[config.mk]
export PLATFORM = sky130hd
export DESIGN_NAME = uudecode_line_stream_unit
export DESIGN_NICKNAME = d
export VERILOG_FILES = /design/src/rtl/uudls_pkg.sv /design/src/rtl/uudls_front.sv /design/src/rtl/uudls_fifo.sv /design/src/rtl/uudls_back.sv /design/src/rtl/uudecode_line_stream_unit.sv
export SDC_FILE = /design/constraint.sdc
export NUM_CORES = 1
export LEC_CHECK = 0
export ABC_CLOCK_PERIOD_IN_PS = 4900
export BUFFER_PORTS_ARGS = -buffer_cell sky130_fd_sc_hd__buf_2
export CAP_MARGIN = 20
export CELL_PAD_IN_SITES_DETAIL_PLACEMENT = 1
export CELL_PAD_IN_SITES_GLOBAL_PLACEMENT = 2
export CORE_MARGIN = 3
export CORE_UTILIZATION = 46
export CTS_CLUSTER_DIAMETER = 80
export DETAILED_ROUTE_END_ITERATION = 10
export PLACE_DENSITY = 0.9
export REMOVE_ABC_BUFFERS = 1
export SETUP_SLACK_MARGIN = 0.1
export SLEW_MARGIN = 15
export SYNTH_ARGS = -nofsm -noshare
export SYNTH_HDL_FRONTEND = slang
export SYNTH_HIERARCHICAL = 1
export SYNTH_SLANG_ARGS = --single-unit
[constraint.sdc]
create_clock -name clock -period 4.9 [get_ports clock]
set_input_delay 0.49 -clock clock [delete_from_list [all_inputs] [get_ports clock]]
set_output_delay 0.49 -clock clock [all_outputs]
set_load 0.005 [all_outputs]
[src/rtl/uudls_pkg.sv]
package uudls_pkg;

   // running byte count width and the width shown on the result channel
   localparam int COUNT_BITS = 32;
   localparam int SHOWN_BITS = 32;

   // job queue between front and back
   localparam int Q_DEPTH     = 4;
   localparam int Q_ADDR_BITS = $clog2(Q_DEPTH);

   // character constants
   localparam logic [7:0] CHAR_SPACE  = 8'h20;
   localparam logic [7:0] CHAR_CR     = 8'h0D;
   localparam logic [7:0] CHAR_LF     = 8'h0A;
   localparam logic [7:0] CHAR_NUL    = 8'h00;
   localparam logic [7:0] SEXTET_MASK = 8'o077;

   // one classified character that yields results
   typedef struct packed {
      logic [2:0][7:0]       bytes;
      logic [1:0]            cnt;
      logic                  done;
      logic [COUNT_BITS-1:0] base;
   } job_type;

   typedef struct packed {
      logic full;
      logic empty;
   } fifo_status_type;

endpackage

[src/rtl/uudls_front.sv]
module uudls_front (
   input  logic                      clock,
   input  logic                      reset,
   input  logic                      req_valid,
   output logic                      req_ready,
   input  logic [7:0]                req_char_in,
   input  logic                      req_start_part,
   input  logic                      csr_valid,
   input  logic                      csr_measure_only,
   input  uudls_pkg::fifo_status_type q_status,
   output logic                      q_push,
   output uudls_pkg::job_type        q_job
);
   import uudls_pkg::*;

   typedef enum logic [1:0] {
      PH_LINE = 2'd0,
      PH_DATA = 2'd1,
      PH_SKIP = 2'd2,
      PH_DONE = 2'd3
   } phase_type;

   phase_type             phase_ff, phase_in;
   logic signed [6:0]     remaining_ff, remaining_in;
   logic [1:0]            group_pos_ff, group_pos_in;
   logic [2:0][5:0]       held_ff, held_in;
   logic [COUNT_BITS-1:0] total_ff, total_in;
   logic                  measure_only_ff, measure_only_in;

   logic                  accept;
   logic [7:0]            diff;
   logic [5:0]            sx;
   logic                  is_term;
   phase_type             eff_phase;
   logic [1:0]            eff_gpos;
   logic [COUNT_BITS-1:0] eff_total;
   logic [1:0]            cnt;
   logic                  done;
   logic                  rem_pos;
   logic                  rem_ge3;
   logic signed [6:0]     rem_dec;

   assign req_ready = !q_status.full;
   assign accept    = req_valid && req_ready;

   // sextet and terminator decode
   assign diff    = (req_char_in - CHAR_SPACE) & SEXTET_MASK;
   assign sx      = diff[5:0];
   assign is_term = (req_char_in == CHAR_NUL) || (req_char_in == CHAR_CR) ||
                    (req_char_in == CHAR_LF);

   // start of part overrides the held state
   assign eff_phase = req_start_part ? PH_LINE : phase_ff;
   assign eff_gpos  = req_start_part ? 2'd0 : group_pos_ff;
   assign eff_total = req_start_part ? '0 : total_ff;

   assign rem_pos = !remaining_ff[6] && (remaining_ff != 7'sd0);
   assign rem_ge3 = remaining_ff >= 7'sd3;
   assign rem_dec = remaining_ff - 7'sd3;

   // line state machine
   always_comb begin
      phase_in     = phase_ff;
      remaining_in = remaining_ff;
      group_pos_in = group_pos_ff;
      held_in      = held_ff;
      total_in     = total_ff;
      cnt          = 2'd0;
      done         = 1'b0;
      if (accept) begin
         phase_in     = eff_phase;
         group_pos_in = eff_gpos;
         total_in     = eff_total;
         case (eff_phase)
            PH_LINE: begin
               if (is_term) begin
                  phase_in = PH_DONE;
                  done     = 1'b1;
               end else begin
                  remaining_in = signed'({1'b0, sx});
                  group_pos_in = 2'd0;
                  phase_in     = (sx == 6'd0) ? PH_SKIP : PH_DATA;
               end
            end
            PH_SKIP: begin
               if (req_char_in == CHAR_LF) phase_in = PH_LINE;
            end
            PH_DATA: begin
               if (is_term) begin
                  group_pos_in = 2'd0;
                  phase_in     = (req_char_in == CHAR_LF) ? PH_LINE : PH_SKIP;
               end else if (eff_gpos != 2'd3) begin
                  held_in[eff_gpos] = sx;
                  group_pos_in      = eff_gpos + 2'd1;
               end else begin
                  group_pos_in = 2'd0;
                  if (rem_pos) begin
                     cnt          = rem_ge3 ? 2'd3 : remaining_ff[1:0];
                     remaining_in = rem_dec;
                     if (rem_dec == 7'sd0) phase_in = PH_SKIP;
                  end
                  total_in = eff_total + COUNT_BITS'(cnt);
               end
            end
            default: begin
               // part finished: ignore characters
            end
         endcase
      end
   end

   // job for the back end
   always_comb begin
      q_job.bytes[0] = {held_ff[0], held_ff[1][5:4]};
      q_job.bytes[1] = {held_ff[1][3:0], held_ff[2][5:2]};
      q_job.bytes[2] = {held_ff[2][1:0], sx};
      if (measure_only_ff || done) q_job.bytes = '0;
      q_job.cnt  = cnt;
      q_job.done = done;
      q_job.base = eff_total;
   end

   assign q_push = accept && (done || (cnt != 2'd0));

   assign measure_only_in = csr_valid ? csr_measure_only : measure_only_ff;

   always_ff @(posedge clock) begin
      if (reset) begin
         phase_ff        <= PH_LINE;
         remaining_ff    <= 7'sd0;
         group_pos_ff    <= 2'd0;
         held_ff         <= '0;
         total_ff        <= '0;
         measure_only_ff <= 1'b0;
      end else begin
         phase_ff        <= phase_in;
         remaining_ff    <= remaining_in;
         group_pos_ff    <= group_pos_in;
         held_ff         <= held_in;
         total_ff        <= total_in;
         measure_only_ff <= measure_only_in;
      end
   end

   // checks
   a_push_has_room: assert property (@(posedge clock) disable iff (reset)
      q_push |-> !q_status.full)
      else $error("job pushed into a full queue");
   a_done_no_bytes: assert property (@(posedge clock) disable iff (reset)
      q_push && q_job.done |-> q_job.cnt == 2'd0)
      else $error("part end job carries bytes");

endmodule

[src/rtl/uudls_fifo.sv]
module uudls_fifo (
   input  logic                       clock,
   input  logic                       reset,
   input  logic                       push,
   input  uudls_pkg::job_type         push_job,
   input  logic                       pop,
   output uudls_pkg::job_type         pop_job,
   output uudls_pkg::fifo_status_type status
);
   import uudls_pkg::*;

   job_type                mem_ff [Q_DEPTH];
   logic [Q_ADDR_BITS-1:0] wr_ptr_ff, wr_ptr_in;
   logic [Q_ADDR_BITS-1:0] rd_ptr_ff, rd_ptr_in;
   logic [Q_ADDR_BITS:0]   count_ff, count_in;

   assign status.full  = count_ff == (Q_ADDR_BITS+1)'(Q_DEPTH);
   assign status.empty = count_ff == '0;
   assign pop_job      = mem_ff[rd_ptr_ff];

   // pointer and fill tracking
   always_comb begin
      wr_ptr_in = wr_ptr_ff;
      rd_ptr_in = rd_ptr_ff;
      count_in  = count_ff;
      if (push) wr_ptr_in = wr_ptr_ff + 1'b1;
      if (pop)  rd_ptr_in = rd_ptr_ff + 1'b1;
      if (push && !pop) count_in = count_ff + 1'b1;
      if (pop && !push) count_in = count_ff - 1'b1;
   end

   always_ff @(posedge clock) begin
      if (reset) begin
         wr_ptr_ff <= '0;
         rd_ptr_ff <= '0;
         count_ff  <= '0;
      end else begin
         wr_ptr_ff <= wr_ptr_in;
         rd_ptr_ff <= rd_ptr_in;
         count_ff  <= count_in;
      end
   end

   // storage
   always_ff @(posedge clock) begin
      if (push) mem_ff[wr_ptr_ff] <= push_job;
   end

   a_no_pop_empty: assert property (@(posedge clock) disable iff (reset)
      pop |-> !status.empty)
      else $error("queue popped while empty");
   a_count_bound: assert property (@(posedge clock) disable iff (reset)
      count_ff <= (Q_ADDR_BITS+1)'(Q_DEPTH))
      else $error("queue fill count out of range");

endmodule

[src/rtl/uudls_back.sv]
module uudls_back (
   input  logic                       clock,
   input  logic                       reset,
   input  uudls_pkg::fifo_status_type q_status,
   input  uudls_pkg::job_type         q_job,
   output logic                       q_pop,
   output logic                       rsp_valid,
   input  logic                       rsp_ready,
   output logic [7:0]                 rsp_out_byte,
   output logic [31:0]                rsp_bytes_so_far,
   output logic                       rsp_part_done,
   output logic                       rsp_last_of_run
);
   import uudls_pkg::*;

   // job being expanded
   logic                  work_valid_ff, work_valid_in;
   logic [2:0][7:0]       work_bytes_ff, work_bytes_in;
   logic [1:0]            work_cnt_ff, work_cnt_in;
   logic [1:0]            work_idx_ff, work_idx_in;
   logic                  work_done_ff, work_done_in;
   logic [COUNT_BITS-1:0] work_total_ff, work_total_in;

   // output register
   logic                  rsp_valid_ff, rsp_valid_in;
   logic [7:0]            rsp_byte_ff, rsp_byte_in;
   logic [SHOWN_BITS-1:0] rsp_total_ff, rsp_total_in;
   logic                  rsp_done_ff, rsp_done_in;
   logic                  rsp_last_ff, rsp_last_in;

   logic                  load_out;
   logic                  w_last;
   logic [7:0]            sel_byte;
   logic [COUNT_BITS-1:0] total_inc;

   assign load_out  = work_valid_ff && (!rsp_valid_ff || rsp_ready);
   assign w_last    = work_done_ff || (work_idx_ff == (work_cnt_ff - 2'd1));
   assign q_pop     = !q_status.empty && (!work_valid_ff || (load_out && w_last));
   assign total_inc = work_total_ff + 1'b1;

   always_comb begin
      case (work_idx_ff)
         2'd0:    sel_byte = work_bytes_ff[0];
         2'd1:    sel_byte = work_bytes_ff[1];
         2'd2:    sel_byte = work_bytes_ff[2];
         default: sel_byte = 8'd0;
      endcase
   end

   // result stepping
   always_comb begin
      work_valid_in = work_valid_ff;
      work_bytes_in = work_bytes_ff;
      work_cnt_in   = work_cnt_ff;
      work_idx_in   = work_idx_ff;
      work_done_in  = work_done_ff;
      work_total_in = work_total_ff;
      rsp_valid_in  = rsp_valid_ff && !rsp_ready;
      rsp_byte_in   = rsp_byte_ff;
      rsp_total_in  = rsp_total_ff;
      rsp_done_in   = rsp_done_ff;
      rsp_last_in   = rsp_last_ff;
      if (load_out) begin
         rsp_valid_in  = 1'b1;
         rsp_byte_in   = work_done_ff ? 8'd0 : sel_byte;
         rsp_total_in  = work_done_ff ? work_total_ff[SHOWN_BITS-1:0]
                                      : total_inc[SHOWN_BITS-1:0];
         rsp_done_in   = work_done_ff;
         rsp_last_in   = w_last;
         work_idx_in   = work_idx_ff + 2'd1;
         work_total_in = total_inc;
         if (w_last) work_valid_in = 1'b0;
      end
      if (q_pop) begin
         work_valid_in = 1'b1;
         work_bytes_in = q_job.bytes;
         work_cnt_in   = q_job.cnt;
         work_idx_in   = 2'd0;
         work_done_in  = q_job.done;
         work_total_in = q_job.base;
      end
   end

   always_ff @(posedge clock) begin
      if (reset) begin
         work_valid_ff <= 1'b0;
         rsp_valid_ff  <= 1'b0;
      end else begin
         work_valid_ff <= work_valid_in;
         rsp_valid_ff  <= rsp_valid_in;
      end
      work_bytes_ff <= work_bytes_in;
      work_cnt_ff   <= work_cnt_in;
      work_idx_ff   <= work_idx_in;
      work_done_ff  <= work_done_in;
      work_total_ff <= work_total_in;
      rsp_byte_ff   <= rsp_byte_in;
      rsp_total_ff  <= rsp_total_in;
      rsp_done_ff   <= rsp_done_in;
      rsp_last_ff   <= rsp_last_in;
   end

   assign rsp_valid        = rsp_valid_ff;
   assign rsp_out_byte     = rsp_byte_ff;
   assign rsp_bytes_so_far = rsp_total_ff;
   assign rsp_part_done    = rsp_done_ff;
   assign rsp_last_of_run  = rsp_last_ff;

   a_done_is_last: assert property (@(posedge clock) disable iff (reset)
      rsp_valid_ff && rsp_done_ff |-> rsp_last_ff && (rsp_byte_ff == 8'd0))
      else $error("part end transaction not marked last");
   a_idx_in_range: assert property (@(posedge clock) disable iff (reset)
      work_valid_ff && !work_done_ff |-> work_idx_ff < work_cnt_ff)
      else $error("byte index beyond job count");

endmodule

[src/rtl/uudecode_line_stream_unit.sv]
// uudecode line stream: one character transaction per cycle while req_ready is high,
//   one result per cycle if rsp_ready; each passes job queue, work and output registers
// throughput: one character per cycle; a group character with three bytes holds the
//   back end for three bytes, absorbed by the four-entry queue (full queue stalls req)
// reset: synchronous, clears line state, byte count, queue and measure_only; no sweep
module uudecode_line_stream_unit (
   input  logic        clock,
   input  logic        reset,
   input  logic        req_valid,
   output logic        req_ready,
   input  logic [7:0]  req_char_in,
   input  logic        req_start_part,
   output logic        rsp_valid,
   input  logic        rsp_ready,
   output logic [7:0]  rsp_out_byte,
   output logic [31:0] rsp_bytes_so_far,
   output logic        rsp_part_done,
   output logic        rsp_last_of_run,
   input  logic        csr_valid,
   output logic        csr_ready,
   input  logic        csr_measure_only
);
   import uudls_pkg::*;

   fifo_status_type q_status;
   job_type         push_job;
   job_type         pop_job;
   logic            q_push;
   logic            q_pop;

   // configuration always taken
   assign csr_ready = 1'b1;

   // front: classify characters
   uudls_front u_front (
      .clock            (clock),
      .reset            (reset),
      .req_valid        (req_valid),
      .req_ready        (req_ready),
      .req_char_in      (req_char_in),
      .req_start_part   (req_start_part),
      .csr_valid        (csr_valid),
      .csr_measure_only (csr_measure_only),
      .q_status         (q_status),
      .q_push           (q_push),
      .q_job            (push_job)
   );

   // job queue
   uudls_fifo u_fifo (
      .clock    (clock),
      .reset    (reset),
      .push     (q_push),
      .push_job (push_job),
      .pop      (q_pop),
      .pop_job  (pop_job),
      .status   (q_status)
   );

   // back: emit result transactions
   uudls_back u_back (
      .clock            (clock),
      .reset            (reset),
      .q_status         (q_status),
      .q_job            (pop_job),
      .q_pop            (q_pop),
      .rsp_valid        (rsp_valid),
      .rsp_ready        (rsp_ready),
      .rsp_out_byte     (rsp_out_byte),
      .rsp_bytes_so_far (rsp_bytes_so_far),
      .rsp_part_done    (rsp_part_done),
      .rsp_last_of_run  (rsp_last_of_run)
   );

endmodule
==> results.toml <==
[run_status]
status = "completed"

[final_layout]
final_cells = 1819
antennaDiodeCount = 0
layout-drive-gt1-share = 0.1911
seq_area_um2 = 11630
syn_to_final_growth_pct = 12.45
fill_cells = 3628
layout.nets = 1310
multiInputGateArea_um2 = 5887

[critical_path]
crit_required_ns = 5.37
regToRegStartpoint = "u_front/remaining_ff[0]$_SDFFE_PP0P_"
slowest_delay_ns = 0.66
cp.depth = 12
cp_top_family = "simple AND/OR/NAND/NOR gates"
ff2ff_path_depth = 12
cpMaxStageDelayCell = "or4_1"
cp-start-kind = "register"
crit_chain = "inv_1 > ha_1 > nor3b_1 > and2_1 > nor2_1 > o21a_1 > ha_1 > a21oi_1 > nor3_2 > o2111ai_1 > or4_1 > a21oi_1"
worst_setup_path_end_kind = "register"
reg2reg_to = "u_front/total_ff[27]$_SDFFE_PP0P_"
crit_type = "register to register"
path_buf_inv = 1
r2r_setup_slack_ns = 1.17
cp_max_fo = 13
arrival_ns = 4.21

[sta]
final_max_slew_viol_count = 0
post-route-period-util = 0.7616
rsz0062_at_grt = "false"
fmax_mhz = 268.0
final.min_clock_period_ns = 3.732
final-setup-viol-count = 0
skew_ns = 0.01698
slew_headroom = 0.3010
setup_tns_ns = 0
tightestPinTransition_ns = 1.039
hold_viol = 0

[clocking]
clockRootBuffer = "clkbuf_16"
postCtsHoldBufs = 0
htreeDepth = 2
cts.clk_slew.worst_paths_ns = 0.06
post_cts_buffers = 0
cts_buffers = 42
cts_tree = "done"
cts.sinks = 412
cts_resized = 0
clockBufferDepth = 3
clock_latency_ns = 0.55

[power]
power_density_nw_per_um2 = 518.3
ir_worst_vdd_v = 0.0002882
power_mw = 10.49
p_leak_nw = 6.578

[global_route]
grt_pass1_vias = 11378
grt_max_degree = 60
antenna_found_initial = 0
grt_pass1_wl_um = 68680
grt_usage = 0.2112
grt-ovfl-total = 0

[yosys]
netlist.area_leader.share = 0.5622
yosysMostFrequentCell = "edfxtp_1"
synth_flop_cell = "edfxtp_1"
synth-edff-count = 337
ys_top_cells_by_area = "edfxtp_1 56%, dfxtp_1 8.3%, mux4_2 7.4%"
syn_inst = 1231
syn_area_um2 = 18000
yosysSeqAreaShare = 0.6456
synthDistinctLibCells = 75
synthTopCellsByCount = "337 x edfxtp_1, 75 x dfxtp_1, 62 x nor2_1"
ys_seq_elements = 412
yosys_warnings = 6
synthArstFlopShare = 0
syn_area_per_cell_um2 = 14.62
synth_top_area_cell = "edfxtp_1"

[floorplanning]
die_y_um = 203.8
rows = 71
start_util = 0.4723
die_w_um = 203.8
core_um2 = 38110
ioPinCount = 60
fp.dieArea_um2 = 41540

[worst_hold_path]
min_to = "u_front/measure_only_ff$_SDFFE_PP0P_"
min-delay-start = "csr_measure_only"
hold_path_class = "input pin to register"
hold_depth = 3

[placement]
hpwl_um = 28070
routabilityCongestion = 0.8411
port_buffers = 58
dp_cells = 1742

[detailed_routing]
drcViolationCount = 0
via_per_inst = 6.002
dr.pass1.iters = 5
vias = 10917
wl_per_cell_um = 23.93
drtIter0Drc = 973
drt-total-wl_um = 43530
drtAntennaViolNets = 0

[run]
cap_violations = 0
## where the power goes
part	internal (mW)	total [mW]	switching, mW
sequential	4.49	4.93	0.442
combinational	0.828	2.11	1.28
clock	2.11	3.45	1.34
## flip-flops by register name, indices dropped and copies added (netlist names), 2 cells and up, named ones only
| name | count |
|---|---|
| u_fifo/mem_ff | 236 |
| u_back/work_bytes_ff | 24 |
| u_front/group_pos_ff | 2 |
| u_front/remaining_ff | 7 |
| u_back/work_cnt_ff | 2 |
| u_back/work_total_ff | 32 |
| u_fifo/wr_ptr_ff | 2 |
| u_front/phase_ff | 2 |
| u_fifo/rd_ptr_ff | 2 |
| u_back/rsp_bytes_so_far | 32 |
| u_fifo/count_ff | 3 |
| u_front/held_ff | 18 |
| u_front/total_ff | 32 |
| u_back/work_idx_ff | 2 |
| u_back/rsp_out_byte | 8 |
## stage by stage
stage	hold slack [ns]	worst slack [ns]	util	cell area, µm²
floorplan	0.4470	0.2348	-	17590
global placement	0.4676	1.303	0.4918	18740
detailed placement	0.4839	1.000	0.4920	18750
CTS	0.1801	1.230	0.5311	20240
global route	0.1994	0.8877	0.5311	20240
finish	0.2025	1.168	0.5311	20240
## cell usage in the layout, fill, tap and decap left out, types with 18 or more instances in the layout
master     count
edfxtp_1     337
dfxtp_1       73
nor2_1        62
mux4_2        59
buf_2         58
nand2_1       50
a21oi_1       44
clkbuf_16     43
nor2b_1       31
and2_1        31
nand3_1       29
xor2_1        28
xnor2_1       28
inv_1         25
a311oi_1      21
mux2i_1       21
a31oi_1       19
nand4_1       18
nor3_1        18
ha_1          18
## routing by layer
metal	vias to the layer above	share of wire	wire length, µm	track usage
li1	4932	-	-	-
met1	5643	0.45	19700	0.3015
met2	286	0.49	21270	0.3506
met3	56	0.044	1902	0.02978
met4	0	0.015	664	0.04302
met5	-	0	0	0
## worst max path at each step
stage	start	endpoint	slack [ns]
after floorplan	req_char_in[4]	u_fifo/mem_ff[0][0]$_DFFE_PP_	0.23
after global placement	req_char_in[1]	u_fifo/mem_ff[3][24]$_DFFE_PP_	1.30
after detailed placement	req_char_in[1]	u_fifo/mem_ff[3][24]$_DFFE_PP_	1.00
after CTS	u_front/remaining_ff[0]$_SDFFE_PP0P_	u_front/total_ff[27]$_SDFFE_PP0P_	1.23
after global routing	u_front/remaining_ff[0]$_SDFFE_PP0P_	u_front/total_ff[27]$_SDFFE_PP0P_	0.89
final	u_front/remaining_ff[0]$_SDFFE_PP0P_	u_front/total_ff[27]$_SDFFE_PP0P_	1.17
## worst min-delay path, cell delays in order
cell and delay, ns:
buf_2 0.08, mux2i_1 0.07, nor2_1 0.08
## layout make-up
cell class | instances | share of cell area
well taps | 511 | 0.03159
multi-input cells | 714 | 0.2908
repair buffers | 79 | 0.02460
clock inverters | 24 | 0.01817
inverters | 26 | 0.004821
clock buffers | 53 | 0.05551
flip-flops and latches | 412 | 0.5745
## cells by family (layout without fill, tap and decap cells)
logic type,Yosys count,count (layout),synth area share
flip-flops,412,412,0.6456
adder cells (fa/ha/maj),20,20,0.01474
multiplexers,97,97,0.09613
AO/OA/AOI/OAI,196,196,0.08070
other,1,1,0.0002083
buffers and inverters,105,182,0.02829
AND/OR/NAND/NOR,344,344,0.1071
XOR/XNOR,56,56,0.02725
No activity file was read; power rests on OpenSTA's default activity.
